## config.mk

```make
export PLATFORM = sky130hd
export DESIGN_NAME = touch_gesture_classifier_unit
export DESIGN_NICKNAME = d
export VERILOG_FILES = /design/src/tgc_pkg.sv /design/src/touch_gesture_classifier_unit.sv /design/src/tgc_swipe_chk.sv /design/src/tgc_core.sv
export SDC_FILE = /design/constraint.sdc
export NUM_CORES = 1
export LEC_CHECK = 0
export BUFFER_PORTS_ARGS = -buffer_cell sky130_fd_sc_hd__buf_2
export CORE_ASPECT_RATIO = 0.9
export CORE_MARGIN = 10
export CORE_UTILIZATION = 33
export CTS_CLUSTER_DIAMETER = 60
export DETAILED_ROUTE_END_ITERATION = 10
export GPL_TIMING_DRIVEN = 1
export PLACE_DENSITY = 0.6
export SLEW_MARGIN = 20
export SYNTH_ARGS = -nofsm -noshare
export SYNTH_HDL_FRONTEND = slang
export SYNTH_SLANG_ARGS = --single-unit
```

## constraint.sdc

```tcl
create_clock -name clk -period 18.4 [get_ports clk]
set_input_delay 0.92 -clock clk [delete_from_list [all_inputs] [get_ports clk]]
set_output_delay 0.92 -clock clk [all_outputs]
set_load 0.03 [all_outputs]
```

## src/tgc_pkg.sv

```systemverilog
// ----------------------------------------------------------------------------
// tgc_pkg
// types, register codes and gesture codes of the touch gesture classifier
// ----------------------------------------------------------------------------
package tgc_pkg;

	localparam int CFG_IDX_W  = 3;
	localparam int CFG_DATA_W = 16;
	localparam int TIME_W     = 32;
	localparam int POS_W      = 12;

	typedef logic [2:0] gesture_t;

	localparam gesture_t GEST_LONG   = 3'd0;
	localparam gesture_t GEST_UP     = 3'd1;
	localparam gesture_t GEST_DOWN   = 3'd2;
	localparam gesture_t GEST_LEFT   = 3'd3;
	localparam gesture_t GEST_RIGHT  = 3'd4;
	localparam gesture_t GEST_DOUBLE = 3'd5;
	localparam gesture_t GEST_PRESS  = 3'd6;

	localparam logic [CFG_IDX_W-1:0] REG_POLL_INTERVAL   = 3'd0;
	localparam logic [CFG_IDX_W-1:0] REG_LONG_PRESS      = 3'd1;
	localparam logic [CFG_IDX_W-1:0] REG_SWIPE_MIN       = 3'd2;
	localparam logic [CFG_IDX_W-1:0] REG_SWIPE_RATIO     = 3'd3;
	localparam logic [CFG_IDX_W-1:0] REG_DOUBLE_TAP      = 3'd4;

	localparam logic [15:0]      RST_POLL_INTERVAL = 16'd20;
	localparam logic [15:0]      RST_LONG_PRESS    = 16'd600;
	localparam logic [POS_W-1:0] RST_SWIPE_MIN     = 12'd40;
	localparam logic [7:0]       RST_SWIPE_RATIO   = 8'd8;
	localparam logic [15:0]      RST_DOUBLE_TAP    = 16'd300;

	typedef struct packed {
		logic [15:0]      poll_interval_ms;
		logic [15:0]      long_press_ms;
		logic [POS_W-1:0] swipe_min_travel;
		logic [7:0]       swipe_off_ratio_q4;
		logic [15:0]      double_tap_ms;
	} cfg_t;

	typedef struct packed {
		logic [TIME_W-1:0] now_ms;
		logic              finger_down;
		logic              pos_valid;
		logic [POS_W-1:0]  pos_x;
		logic [POS_W-1:0]  pos_y;
	} sample_t;

	typedef struct packed {
		logic     valid;
		gesture_t gesture;
	} result_t;

endpackage

```

## src/touch_gesture_classifier_unit.sv

```systemverilog
// ----------------------------------------------------------------------------
// touch_gesture_classifier_unit
// touch sample in, at most one gesture event out (tap, double tap, long press,
// four swipe directions)
// ----------------------------------------------------------------------------
// One sample request is taken every clock while in_stall is low. A sample is
// registered on acceptance and classified from the input register, so its
// gesture, if any, is loaded into the output register once that can advance.
// The only limit on rate is the output register: while it holds an event and
// the consumer stalls, the sample waiting in the input register cannot move
// on and in_stall rises. Registers are written through cfg_we/cfg_index/
// cfg_data and must only change while no sample is in flight.
// ----------------------------------------------------------------------------
module touch_gesture_classifier_unit (
	input  logic                              clk,
	input  logic                              arst_n,
	input  logic                              cfg_we,
	input  logic [tgc_pkg::CFG_IDX_W-1:0]     cfg_index,
	input  logic [tgc_pkg::CFG_DATA_W-1:0]    cfg_data,
	input  logic                              in_valid,
	output logic                              in_stall,
	input  logic [tgc_pkg::TIME_W-1:0]        now_ms,
	input  logic                              finger_down,
	input  logic                              pos_valid,
	input  logic [tgc_pkg::POS_W-1:0]         pos_x,
	input  logic [tgc_pkg::POS_W-1:0]         pos_y,
	output logic                              out_valid,
	input  logic                              out_stall,
	output tgc_pkg::gesture_t                 gesture
);
	import tgc_pkg::*;

	cfg_t     cfg_q;
	sample_t  smp_s1;
	logic     vld_s1;
	logic     out_valid_q;
	gesture_t gesture_q;
	logic     advance, accept;
	result_t  res;

	// config registers
	always_ff @(posedge clk or negedge arst_n) begin
		if (!arst_n) begin
			cfg_q.poll_interval_ms   <= RST_POLL_INTERVAL;
			cfg_q.long_press_ms      <= RST_LONG_PRESS;
			cfg_q.swipe_min_travel   <= RST_SWIPE_MIN;
			cfg_q.swipe_off_ratio_q4 <= RST_SWIPE_RATIO;
			cfg_q.double_tap_ms      <= RST_DOUBLE_TAP;
		end else if (cfg_we) begin
			unique case (cfg_index)
				REG_POLL_INTERVAL: cfg_q.poll_interval_ms   <= cfg_data;
				REG_LONG_PRESS:    cfg_q.long_press_ms      <= cfg_data;
				REG_SWIPE_MIN:     cfg_q.swipe_min_travel   <= cfg_data[POS_W-1:0];
				REG_SWIPE_RATIO:   cfg_q.swipe_off_ratio_q4 <= cfg_data[7:0];
				REG_DOUBLE_TAP:    cfg_q.double_tap_ms      <= cfg_data;
				default: begin
				end
			endcase
		end
	end

	assign advance  = !out_valid_q || !out_stall;
	assign in_stall = vld_s1 && !advance;
	assign accept   = in_valid && !in_stall;

	// input register
	always_ff @(posedge clk or negedge arst_n) begin
		if (!arst_n) begin
			vld_s1 <= 1'b0;
		end else begin
			vld_s1 <= accept || (vld_s1 && !advance);
		end
	end

	always_ff @(posedge clk) begin
		if (accept) begin
			smp_s1.now_ms      <= now_ms;
			smp_s1.finger_down <= finger_down;
			smp_s1.pos_valid   <= pos_valid;
			smp_s1.pos_x       <= pos_x;
			smp_s1.pos_y       <= pos_y;
		end
	end

	tgc_core u_core (
		.clk    (clk),
		.arst_n (arst_n),
		.cfg    (cfg_q),
		.smp    (smp_s1),
		.en     (vld_s1 && advance),
		.res    (res)
	);

	// result register
	always_ff @(posedge clk or negedge arst_n) begin
		if (!arst_n) begin
			out_valid_q <= 1'b0;
		end else if (advance) begin
			out_valid_q <= vld_s1 && res.valid;
		end
	end

	always_ff @(posedge clk) begin
		if (advance) begin
			gesture_q <= res.gesture;
		end
	end

	assign out_valid = out_valid_q;
	assign gesture   = gesture_q;

endmodule

```

## src/tgc_swipe_chk.sv

```systemverilog
// ----------------------------------------------------------------------------
// tgc_swipe_chk
// swipe test on one axis: enough on-axis travel and a small off-axis ratio
// ----------------------------------------------------------------------------
module tgc_swipe_chk (
	input  logic [tgc_pkg::POS_W-1:0] on_travel,
	input  logic [tgc_pkg::POS_W-1:0] off_travel,
	input  logic [tgc_pkg::POS_W-1:0] min_travel,
	input  logic [7:0]                ratio_q4,
	output logic                      hit
);
	import tgc_pkg::*;

	logic [POS_W+7:0] on_scaled;
	logic [POS_W+7:0] off_scaled;

	assign on_scaled  = on_travel * ratio_q4;
	assign off_scaled = {4'b0, off_travel, 4'b0};
	assign hit        = (on_travel >= min_travel) && (off_scaled <= on_scaled);

endmodule

```

## src/tgc_core.sv

```systemverilog
// ----------------------------------------------------------------------------
// tgc_core
// press state and gesture decision for one registered sample
// ----------------------------------------------------------------------------
module tgc_core (
	input  logic             clk,
	input  logic             arst_n,
	input  tgc_pkg::cfg_t    cfg,
	input  tgc_pkg::sample_t smp,
	input  logic             en,
	output tgc_pkg::result_t res
);
	import tgc_pkg::*;

	logic              was_down_q, long_fired_q, tap_pending_q, start_valid_q;
	logic [TIME_W-1:0] press_start_q, last_sample_q, tap_end_q;
	logic [POS_W-1:0]  start_x_q, start_y_q, recent_x_q, recent_y_q;

	logic              was_down_n, long_fired_n, tap_pending_n, start_valid_n;
	logic [TIME_W-1:0] press_start_n, last_sample_n, tap_end_n;
	logic [POS_W-1:0]  start_x_n, start_y_n, recent_x_n, recent_y_n;

	logic [TIME_W-1:0] dt_last, dt_hold, dt_tap, dt_tap_n;
	logic [POS_W-1:0]  adx, ady;
	logic              vert_hit, horiz_hit, ok;
	logic              ev_valid;
	gesture_t          ev;

	assign dt_last = smp.now_ms - last_sample_q;
	assign dt_hold = smp.now_ms - press_start_q;
	assign dt_tap  = smp.now_ms - tap_end_q;
	assign adx     = (recent_x_q >= start_x_q) ? recent_x_q - start_x_q
	                                           : start_x_q - recent_x_q;
	assign ady     = (recent_y_q >= start_y_q) ? recent_y_q - start_y_q
	                                           : start_y_q - recent_y_q;
	assign ok      = !long_fired_q && start_valid_q;

	tgc_swipe_chk u_vert (
		.on_travel  (ady),
		.off_travel (adx),
		.min_travel (cfg.swipe_min_travel),
		.ratio_q4   (cfg.swipe_off_ratio_q4),
		.hit        (vert_hit)
	);

	tgc_swipe_chk u_horiz (
		.on_travel  (adx),
		.off_travel (ady),
		.min_travel (cfg.swipe_min_travel),
		.ratio_q4   (cfg.swipe_off_ratio_q4),
		.hit        (horiz_hit)
	);

	always_comb begin
		was_down_n    = was_down_q;
		long_fired_n  = long_fired_q;
		tap_pending_n = tap_pending_q;
		start_valid_n = start_valid_q;
		press_start_n = press_start_q;
		last_sample_n = last_sample_q;
		tap_end_n     = tap_end_q;
		start_x_n     = start_x_q;
		start_y_n     = start_y_q;
		recent_x_n    = recent_x_q;
		recent_y_n    = recent_y_q;
		ev_valid      = 1'b0;
		ev            = GEST_LONG;
		dt_tap_n      = dt_tap;
		if (dt_last >= {16'b0, cfg.poll_interval_ms}) begin
			last_sample_n = smp.now_ms;
			if (smp.finger_down && !was_down_q) begin
				was_down_n    = 1'b1;
				press_start_n = smp.now_ms;
				long_fired_n  = 1'b0;
				if (smp.pos_valid) begin
					recent_x_n    = smp.pos_x;
					recent_y_n    = smp.pos_y;
					start_x_n     = smp.pos_x;
					start_y_n     = smp.pos_y;
					start_valid_n = 1'b1;
				end
			end else if (smp.finger_down && was_down_q) begin
				if (smp.pos_valid) begin
					recent_x_n = smp.pos_x;
					recent_y_n = smp.pos_y;
				end
				if (!long_fired_q && dt_hold >= {16'b0, cfg.long_press_ms}) begin
					long_fired_n  = 1'b1;
					tap_pending_n = 1'b0;
					ev            = GEST_LONG;
					ev_valid      = 1'b1;
				end
			end else if (!smp.finger_down && was_down_q) begin
				was_down_n    = 1'b0;
				start_valid_n = 1'b0;
				if (long_fired_q) begin
					ev_valid = 1'b0;
				end else if (ok && vert_hit) begin
					ev            = (recent_y_q < start_y_q) ? GEST_UP : GEST_DOWN;
					ev_valid      = 1'b1;
					tap_pending_n = 1'b0;
				end else if (ok && horiz_hit) begin
					ev            = (recent_x_q < start_x_q) ? GEST_LEFT : GEST_RIGHT;
					ev_valid      = 1'b1;
					tap_pending_n = 1'b0;
				end else if (tap_pending_q && dt_tap < {16'b0, cfg.double_tap_ms}) begin
					ev            = GEST_DOUBLE;
					ev_valid      = 1'b1;
					tap_pending_n = 1'b0;
				end else begin
					tap_pending_n = 1'b1;
					tap_end_n     = smp.now_ms;
				end
			end
			dt_tap_n = smp.now_ms - tap_end_n;
			// pending tap times out into a plain press
			if (tap_pending_n && !was_down_n && dt_tap_n >= {16'b0, cfg.double_tap_ms}) begin
				tap_pending_n = 1'b0;
				if (!ev_valid) begin
					ev       = GEST_PRESS;
					ev_valid = 1'b1;
				end
			end
		end
	end

	assign res.valid   = ev_valid;
	assign res.gesture = ev;

	always_ff @(posedge clk or negedge arst_n) begin
		if (!arst_n) begin
			was_down_q    <= 1'b0;
			long_fired_q  <= 1'b0;
			tap_pending_q <= 1'b0;
			start_valid_q <= 1'b0;
			press_start_q <= '0;
			last_sample_q <= '0;
			tap_end_q     <= '0;
			start_x_q     <= '0;
			start_y_q     <= '0;
			recent_x_q    <= '0;
			recent_y_q    <= '0;
		end else if (en) begin
			was_down_q    <= was_down_n;
			long_fired_q  <= long_fired_n;
			tap_pending_q <= tap_pending_n;
			start_valid_q <= start_valid_n;
			press_start_q <= press_start_n;
			last_sample_q <= last_sample_n;
			tap_end_q     <= tap_end_n;
			start_x_q     <= start_x_n;
			start_y_q     <= start_y_n;
			recent_x_q    <= recent_x_n;
			recent_y_q    <= recent_y_n;
		end
	end

endmodule

```

======== Yosys cells after proc, flatten, opt, wreduce, memory -nomap -nowiden ========
Index checks and enable logic that the tools add are counted.
word-level totals
  register bits ........................... 279
  word-level logic and storage cells ...... 152
  bits of input ports ..................... 82
cells by class
  add/subtract/negate cells ............... 8
  order comparisons ....................... 12
  multipliers ............................. 2
  muxes and demuxes ....................... 59
  reduce and logical (&&, ||, !) cells .... 41
  equal/unequal tests ..................... 6
operators by type and width
  operator                                                         count
  32-bit 2-to-1 mux                                                8
  32-bit subtractor                                                4
  32-bit by 16-bit greater-or-equal comparator with 1-bit output   3
  12-bit 2-to-1 mux                                                8
  12-bit greater-or-equal comparator                               4
  12-bit subtractor                                                4
  16-bit by 20-bit less-or-equal comparator with 1-bit output      2
  12-bit by 8-bit multiplier with 20-bit output                    2
  32-bit by 16-bit < comparator with 1-bit output                  1
  1-bit 2-to-1 mux                                                 32
  3-bit 2-to-1 mux                                                 10
  12-bit < comparator                                              2
  1-bit logical AND                                                16
  2-bit AND reduction                                              6
  1-bit logical NOT                                                8
  4-bit AND reduction                                              2
  3-bit by 2-bit == test with 1-bit output, second input constant  2
  3-bit AND reduction                                              2
  2-bit nonzero test                                               3
  5-bit AND reduction                                              1
  3-bit by 1-bit == test with 1-bit output, second input constant  1
  3-bit == test, second input constant                             1
  3-bit logical NOT                                                1
  1-bit logical OR                                                 2
  other kinds (3)                                                  3

======== Logic depth before layout (Yosys ltp) ========
Gate-level depths: netlist of the first run.
  word-level depth ........................ 19
  depth in mapped cells ................... 69
  mapped depth without buffers ............ 67

======== Hierarchy ========
A second synthesis of the first run with hierarchy kept.
unflattened totals
  cell total of the unflattened synthesis .. 3,118
  area, all modules ....................... 29,104.2 um^2
modules (own cells, without submodules)
  module                         cells each  times used  area an instance (um^2)  seq. area each (um^2)
  tgc_core                       2,076       1           17,440.5                 3,703.6
  tgc_swipe_chk                  412         2           3,562.2                  0.0
  touch_gesture_classifier_unit  218         1           4,539.4                  3,599.7

======== Worst setup path after synthesis of the first run ========
No wires, ideal clock.
  kind .................................... register -> register
  from .................................... register u_core.recent_x_q[0]
  to ...................................... register gesture_q[1] (netlist: gesture[1]) (data pin)
  slack ................................... 5,495 ps
  setup time .............................. 255 ps
  path buffers ............................ 3
  cell stages (with the launch flop) ...... 70
  data required time ...................... 18,145 ps
  data arrival time ....................... 12,650 ps
  path through ............................ dfrtp_1 -> inv_1 -> ha_1 -> inv_1 -> fa_1 -> a21o_1 -> a21oi_1 -> o21bai_1 -> a21o_1 -> a21o_1 -> a211oi_1 -> o31ai_1 -> buf_2 -> buf_1 -> a311oi_1 -> a21oi_1 -> xnor2_1 -> and2_1 -> (+34 left out) -> o22ai_1 -> o21ai_1 -> o211ai_1 -> a31o_2 -> a21oi_1 -> xnor2_1 -> ha_1 -> a21oi_1 -> nand2_1 -> o2bb2ai_1 -> nor4_1 -> nand4_1 -> nor4b_1 -> nand4_1 -> a21oi_1 -> o32ai_1 -> nand2_1 -> a21bo_2
between the ends
  word-level cells in the longest chain between the ends .. 17
  elaborated cells on any way between the ends .. 47
  those cells by class .................... add/sub: 3; mul: 1; order compare: 6; mux: 31; reduce/logical: 6
RTL lines
  what                                                            line                                  source
  from (decl)                                                     tgc_core.sv:17                        logic [POS_W-1:0] start_x_q, start_y_q, recent_x_q, recent_y_q;
  from (signal assigned)                                          tgc_core.sv:153                       recent_x_q <= recent_x_n;
  12-bit subtractor (tied with other cells)                       tgc_core.sv:33                        : start_x_q - recent_x_q;
  12-bit 2-to-1 mux                                               tgc_core.sv:32                        assign adx = (recent_x_q >= start_x_q) ? recent_x_q - start_x_q
  12-bit by 8-bit multiplier with 20-bit output                   tgc_swipe_chk.sv:17                   assign on_scaled = on_travel * ratio_q4;
  16-bit by 20-bit less-or-equal comparator with 1-bit output     tgc_swipe_chk.sv:19                   assign hit = (on_travel >= min_travel) && (off_scaled <= on_scaled);
  1-bit logical AND                                               tgc_swipe_chk.sv:19
  1-bit logical AND                                               tgc_core.sv:102                       end else if (ok && horiz_hit) begin
  32-bit 2-to-1 mux                                               tgc_core.sv:102
  32-bit 2-to-1 mux                                               tgc_core.sv:98                        end else if (ok && vert_hit) begin
  32-bit 2-to-1 mux                                               tgc_core.sv:96                        if (long_fired_q) begin
  32-bit 2-to-1 mux                                               tgc_core.sv:93                        end else if (!smp.finger_down && was_down_q) begin
  32-bit 2-to-1 mux                                               tgc_core.sv:82                        end else if (smp.finger_down && was_down_q) begin
  32-bit 2-to-1 mux                                               tgc_core.sv:71                        if (smp.finger_down && !was_down_q) begin
  32-bit 2-to-1 mux                                               tgc_core.sv:69                        if (dt_last >= {16'b0, cfg.poll_interval_ms}) begin
  32-bit subtractor                                               tgc_core.sv:115                       dt_tap_n = smp.now_ms - tap_end_n;
  32-bit by 16-bit greater-or-equal comparator with 1-bit output  tgc_core.sv:117                       if (tap_pending_n && !was_down_n && dt_tap_n >= {16'b0, cfg.double_tap_ms}) begin
  1-bit logical AND                                               tgc_core.sv:117
  3-bit 2-to-1 mux (*)                                            tgc_core.sv:117
  to (signal assigned)                                            touch_gesture_classifier_unit.sv:105  gesture_q <= res.gesture;
  to (decl)                                                       touch_gesture_classifier_unit.sv:37   gesture_t gesture_q;
Every way passes the cells marked *; elsewhere a longest branch is shown, timed or not. The select of a mux whose other input is x is not followed.
A chain may end at the register's enable or synchronous reset.

======== Worst setup path after layout of the first run ========
  from .................................... register u_core.recent_y_q[0]
  to ...................................... register gesture_q[1] (netlist: gesture[1]) (data pin)
between the ends
  word-level cells in the longest chain between the ends .. 16
  elaborated cells on any way between the ends .. 47
  those cells by class .................... add/sub: 3; mul: 1; order compare: 6; mux: 31; reduce/logical: 6
RTL lines
  what                                                                                                                          line                                      source
  from (decl)                                                                                                                   tgc_core.sv:17
  from (signal assigned)                                                                                                        tgc_core.sv:154                           recent_y_q <= recent_y_n;
  12-bit subtractor (tied with other cells)                                                                                     tgc_core.sv:35                            : start_y_q - recent_y_q;
  12-bit 2-to-1 mux                                                                                                             tgc_core.sv:34                            assign ady = (recent_y_q >= start_y_q) ? recent_y_q - start_y_q
  12-bit by 8-bit multiplier with 20-bit output or 16-bit by 20-bit less-or-equal comparator with 1-bit output (tied branches)  tgc_swipe_chk.sv:17, tgc_swipe_chk.sv:19
  16-bit by 20-bit less-or-equal comparator with 1-bit output or 1-bit logical AND (tied branches)                              tgc_swipe_chk.sv:19
  1-bit logical AND (on tied branches)                                                                                          tgc_swipe_chk.sv:19, tgc_core.sv:102
  1-bit logical AND or 32-bit 2-to-1 mux (tied branches)                                                                        tgc_core.sv:98, tgc_core.sv:102
  32-bit 2-to-1 mux                                                                                                             tgc_core.sv:98
  32-bit 2-to-1 mux                                                                                                             tgc_core.sv:96
  32-bit 2-to-1 mux                                                                                                             tgc_core.sv:93
  32-bit 2-to-1 mux                                                                                                             tgc_core.sv:82
  32-bit 2-to-1 mux                                                                                                             tgc_core.sv:71
  32-bit 2-to-1 mux                                                                                                             tgc_core.sv:69
  32-bit subtractor                                                                                                             tgc_core.sv:115
  32-bit by 16-bit greater-or-equal comparator with 1-bit output                                                                tgc_core.sv:117
  1-bit logical AND                                                                                                             tgc_core.sv:117
  3-bit 2-to-1 mux (*)                                                                                                          tgc_core.sv:117
Marks and branches as above.

==> results of run 1 <==
==> routing by layer <==
metal / vias to the layer above / share of wire / wire length, microns
met4: 0 / 0.024 / 1830
met3: 113 / 0.052 / 4040
met1: 11033 / 0.47 / 36300
li1: 11323 / - / -
met5: - / 0 / 0
met2: 522 / 0.46 / 35800
==> layout make-up <==
type                    instances  area (sq um)  share of cell area
diodes                          2          5.00            0.000158
clock inverters                15           176             0.00557
flip-flops and latches        279          7300               0.231
inverters                     398          1490              0.0472
well taps                    1144          1430              0.0452
multi-input cells            2430         19500               0.616
repair buffers                118           693              0.0219
clock buffers                  53          1080              0.0340
==> final timing paths <==
path | from | end | slack (ps) | depth (start not counted)
setup / recovery | u_core.recent_y_q[0]$_DFFE_PN0P_ | gesture[1]$_SDFFCE_PP0N_ | 2860 | 60
hold / removal | arst_n | u_core.recent_x_q[0]$_DFFE_PN0P_ | 320 | 1
setup reg to reg | u_core.recent_y_q[0]$_DFFE_PN0P_ | gesture[1]$_SDFFCE_PP0N_ | 2860 | 60
hold reg to reg | cfg_q[22]$_DFFE_PN0P_ | cfg_q[22]$_DFFE_PN0P_ | 510 | 1
max in group asynchronous | arst_n | u_core.tap_end_q[21]$_DFFE_PN0P_ | 16890 | 2
min in group clk | cfg_q[22]$_DFFE_PN0P_ | cfg_q[22]$_DFFE_PN0P_ | 510 | 1
==> through the flow <==
stage	setup WS (ps)	util	hold slack, ps	std cells
floorplan	5490	-	478	3206
global placement	3460	0.353	487	4369
detailed placement	3050	0.353	493	4369
CTS	2950	0.368	338	4437
global route	1300	0.368	376	4437
finish	2860	0.368	318	4439
==> cell families after synthesis <==
| logic type | Yosys count | share of synthesized area |
|---|---|---|
| buf+inv | 497 | 0.0675 |
| flops | 279 | 0.255 |
| compound gates | 827 | 0.185 |
| mux | 152 | 0.0614 |
| fa+ha+maj | 491 | 0.248 |
| xor+xnor | 131 | 0.0400 |
| simple gates | 829 | 0.144 |
==> cell usage after synthesis, drive strengths merged, types with 46 or more instances <==
| cell type | instances |
|---|---|
| a21o | 91 |
| a21oi | 211 |
| and2 | 122 |
| clkbuf | 76 |
| dfrtp | 205 |
| edfxtp | 61 |
| fa | 128 |
| ha | 363 |
| inv | 398 |
| mux2 | 104 |
| mux2i | 48 |
| nand2 | 307 |
| nand3 | 46 |
| nor2 | 130 |
| nor2b | 48 |
| o21ai | 245 |
| xnor2 | 79 |
| xor2 | 52 |
==> registers in the layout, summed over array words and instances (netlist names) <==
signal,cells
cfg_q,68
gesture,3
out_valid,1
smp_s1,58
u_core.last_sample_q,32
u_core.long_fired_q,1
u_core.press_start_q,32
u_core.recent_x_q,12
u_core.recent_y_q,12
u_core.start_valid_q,1
u_core.start_x_q,12
u_core.start_y_q,12
u_core.tap_end_q,32
u_core.tap_pending_q,1
u_core.was_down_q,1
vld_s1,1
==> cell usage in the layout, fill, tap and decap left out, types with 10 or more instances in the layout <==
| cell type | instances |
|---|---|
| a21o_1 | 91 |
| nor3_1 | 33 |
| ha_1 | 363 |
| o2111ai_1 | 14 |
| o21ai_0 | 237 |
| and2_1 | 121 |
| dfstp_2 | 13 |
| o21bai_1 | 25 |
| a21boi_0 | 12 |
| a21oi_1 | 210 |
| o211ai_1 | 17 |
| inv_1 | 398 |
| a211o_1 | 10 |
| a211oi_1 | 24 |
| nand3b_1 | 10 |
| xor2_1 | 52 |
| mux2_2 | 74 |
| nand4_1 | 35 |
| xnor2_1 | 76 |
| nor4_1 | 14 |
| nand2_1 | 306 |
| a2111oi_0 | 11 |
| edfxtp_1 | 61 |
| buf_2 | 85 |
| mux2_4 | 29 |
| and3_1 | 16 |
| nor2_1 | 128 |
| a31oi_1 | 25 |
| fa_1 | 128 |
| o21a_1 | 30 |
| clkbuf_16 | 38 |
| nor2b_1 | 48 |
| buf_4 | 31 |
| nand2b_1 | 25 |
| mux2i_1 | 48 |
| nand3_1 | 45 |
| o31ai_1 | 10 |
| dfrtp_1 | 205 |
==> results.ini, run 1 <==
[synth]
syn_nets = 3779
synth-seq-cells = 279
synth_area_sq_um = 28700
ys_async_sr_fraction = 0.781
syn_avg_cell_area_sq_um = 8.94
yosysWarnings = 0
synth_top_area_frac = 0.179
yosysSeqAreaShare = 0.255
yosys.area.top_type = dfrtp_1
synth_edf_count = 61
yosys-top-cells-area = dfrtp_1 18%, ha_1 16%, fa_1 8.9%
yosysUniqueCellTypes = 97
ys.flop_type = dfrtp_1
syn_inst = 3206

[worst_setup_path]
worstPathMaxFanout = 28
crit_buf_inv = 5
cp_slowest_cell = o41a_1
worst_ep_required_time_ps = 18720
endpoint_kind = flop
crit_path_start_kind = flop
crit_family = compound AO/OA/AOI/OAI gates
crit_type = flop to flop
arrival_ps = 15860
slowest_delay_ps = 800

[clock_tree]
cts.sinks = 279
clk_pin_slew_ps = 60
cts_buffers = 37
cts-root-buf = clkbuf_16
clk_latency_ps = 580
cts_tree = built
cts.htree.levels = 2
cts_hold_buf = 0
ctsResizeCount = 0
clockBufferDepth = 3
post-cts-setup-buffers = 0

[sta]
hold_violations = 0
setup_viol = 0
fin_worst_skew_ps = 25.7
maxSlewViolCount = 0
rsz0062_at_grt = no
tightest_slew_ps = 1110
fin_setup_tns_ps = 0
period_minus_slack_ps = 15540
slew_headroom = 0.256
fin_crit_sh = 0.845
fmax_ghz = 0.0643

[placement]
dpl.hpwl_microns = 61100
io_buffers = 86
postPlaceCellArea_sq_um = 30400
gp_congestion = 0.912

[detailed_routing]
wl_microns = 78000
drt-wirelength-per-cell_microns = 17.6
vias_per_cell = 5.18
via_count = 22991
firstDrtPassIters = 7
drtIter0Drc = 1531
drtAntennaViolNets = 0
drc_errors = 0

[global_route]
met2_usage = 0.252
grt_pass1_wl_microns = 126000
grt_max_degree = 140
use_met3 = 0.0240
grt_use_total = 0.157
top_usage_layer = met2
globalRouteMet1Util = 0.216
overflow = 0
antenna_found_initial = 5
grt_pass1_vias = 22866

[min_path]
hp-class = primary input to async pin

[die]
rows = 102
num_io_pins = 87
coreArea_sq_um = 86100
die_h_microns = 300
start_util = 0.333
die_w_microns = 331
die-area_sq_um = 99100

[outcome]
outcome = finished clean

[cells_and_area]
layout.nets = 3837
design_area_sq_um = 31700
n_fill_cell = 8773
layout-drive-gt1-share = 0.101
area_growth_pct = 10.5

[flow_run]
cap_violations = 0

Power of run 1 is not shown: default switching activity piles up to over one toggle a cycle in this logic, so the estimate is an artifact.
==> run 2: changes to the inputs <==
Settings changed: PLACE_DENSITY 0.6 to 0.61.
Clock period 18.4 ns to 13.7 ns, I/O delays scaled along.
==> run 2 against run 1 <==
  * Register-to-register slack got worse by 2300 ps
  * Die area did not move
  * Global-route usage rose by 0.056 points
  * Largest cell class unchanged
  * Maximum frequency rose by 18%
  * Utilization rose by 1.3 points
  * Critical path depth rose by 4
==> results.ini, run 2 (synthesized netlist as in run 1, its figures left out) <==
[outcome]
outcome = finished clean

[detailed_routing]
drtIter0Drc = 1488  ; -2.8%
drc_errors = 0  ; unchanged
firstDrtPassIters = 6  ; -1
via_count = 23540  ; +2.4%
vias_per_cell = 5.21  ; +0.55%
drt-wirelength-per-cell_microns = 17.6  ; +0.45%
wl_microns = 79700  ; +2.3%
drtAntennaViolNets = 0  ; unchanged

[sta]
maxSlewViolCount = 0  ; unchanged
fin_setup_tns_ps = 0  ; unchanged
fin_worst_skew_ps = 32.5  ; +6.74 ps
tightest_slew_ps = 1110  ; +6.69 ps
hold_violations = 0  ; unchanged
fmax_ghz = 0.0758  ; +18%
setup_viol = 0  ; unchanged
period_minus_slack_ps = 13190  ; -2350 ps
timing.hold.ws_ps = 270  ; -48.4 ps
fin_ws_ps = 509  ; -2350 ps
fin_crit_sh = 0.963  ; +0.118
slew_headroom = 0.257  ; +0.000574

[clock_tree]
cts.sinks = 279  ; unchanged
clockBufferDepth = 3  ; unchanged
cts_buffers = 37  ; unchanged
cts.htree.levels = 2  ; unchanged
clk_latency_ps = 590  ; about the same
cts_tree = built
clk_pin_slew_ps = 60  ; about the same
cts-root-buf = clkbuf_16

[worst_setup_path]
endpoint_kind = flop
worstPathMaxFanout = 8  ; -71%
worst_ep_required_time_ps = 14010  ; -4710 ps
crit_type = flop to flop
critical_path.most_common_cell = a21oi_2
slowest_delay_ps = 530  ; -270 ps
arrival_ps = 13500  ; -2360 ps
crit_path_start_kind = flop
cp_slowest_cell = fa_1
r2r_slack_ps = 510  ; -2350 ps

[cells_and_area]
largest_reg_flops = 68  ; unchanged
n_fill_cell = 8717  ; -0.64%
layout.nets = 3920  ; +2.2%
max_flop_register = cfg_q
n_antenna_cell = 0  ; -2
design_area_sq_um = 32800  ; +3.5%
area_growth_pct = 14.4
top_regs = cfg_q x68, smp_s1 x58
layout-drive-gt1-share = 0.145  ; +0.0434
mostFrequentLayoutCell = inv_1
mostFrequentLayoutCells = 397 x inv_1, 354 x ha_1, 306 x nand2_1, 227 x o21ai_0, 205 x dfrtp_1

[global_route]
overflow = 0  ; unchanged
grt_pass1_vias = 23443  ; +2.5%
grt_use_total = 0.157  ; +0.000563
grt_max_degree = 70  ; -50%
antenna_found_initial = 4  ; -1
grt_pass1_wl_microns = 127000  ; +0.79%

[placement]
dp_slack_ps = -32.6  ; -3080 ps
io_buffers = 86  ; unchanged
postPlaceCellArea_sq_um = 30800  ; +1.1%
gp_congestion = 0.910  ; -0.23%
dpl.hpwl_microns = 62100  ; +1.7%

[die]
rows = 102  ; unchanged
coreArea_sq_um = 86100  ; unchanged
start_util = 0.333  ; unchanged
die_w_microns = 331  ; unchanged
num_io_pins = 87  ; unchanged
die_h_microns = 300  ; unchanged
die-area_sq_um = 99100  ; unchanged

[min_path]
hp-class = primary input to flop

[flow_run]
cap_violations = 0  ; unchanged

run 2: critical path, delay by kind of cell (launching register included):
family / cells / cell delay, ps
compound gates: 26 / 4570
fa+ha+maj: 11 / 4000
simple gates: 16 / 2490
buf+inv: 7 / 650
xor+xnor: 3 / 510
flops: 1 / 390
mux: 1 / 280
run 2: layout make-up:
cell class              count  area, sq um  area share
clock buffers              51         1060      0.0323
clock inverters            17          216     0.00660
inverters                 398         1490      0.0456
multi-input cells        2430        19900       0.608
flip-flops and latches    279         7300       0.223
well taps                1144         1430      0.0437
repair buffers            201         1350      0.0411
run 2: what timing repair did:
action / CTS / global route
pin swaps: 0 / 59
setup buffers: 0 / 32
gates resized for setup: 3 / 101
setup endpoints to repair: 2 / 4
hold endpoints to repair: 4 / 0
gates cloned: 0 / 1
hold buffers: 1 / 0
run 2: per-stage QoR:
step	utilization	std cells
after floorplan	-	3206
after global placement	0.357	4417
after detailed placement	0.357	4417
after CTS	0.372	4486
after global routing	0.381	4520
final	0.381	4520
run 2: worst paths after layout:
path	startpoint	cells past startpoint	to
hold / removal	now_ms[8]	1	smp_s1[34]$_DFFE_PP_
min in group asynchronous	arst_n	2	u_core.start_x_q[1]$_DFFE_PN0P_
hold reg to reg	smp_s1[17]$_DFFE_PP_	1	u_core.recent_x_q[5]$_DFFE_PN0P_
max in group asynchronous	arst_n	4	u_core.press_start_q[16]$_DFFE_PN0P_
setup / recovery	u_core.recent_x_q[0]$_DFFE_PN0P_	64	gesture[1]$_SDFFCE_PP0N_
setup reg to reg	u_core.recent_x_q[0]$_DFFE_PN0P_	64	gesture[1]$_SDFFCE_PP0N_
run 2: metal layers:
layer,track usage,wire length [microns],vias up
met4,0.0480,2430,0
met5,0,0,-
met1,0.212,36600,11393
met2,0.258,36900,558
met3,0.0211,3740,117
li1,-,-,11472
Power of run 2 is left out for the same reason.
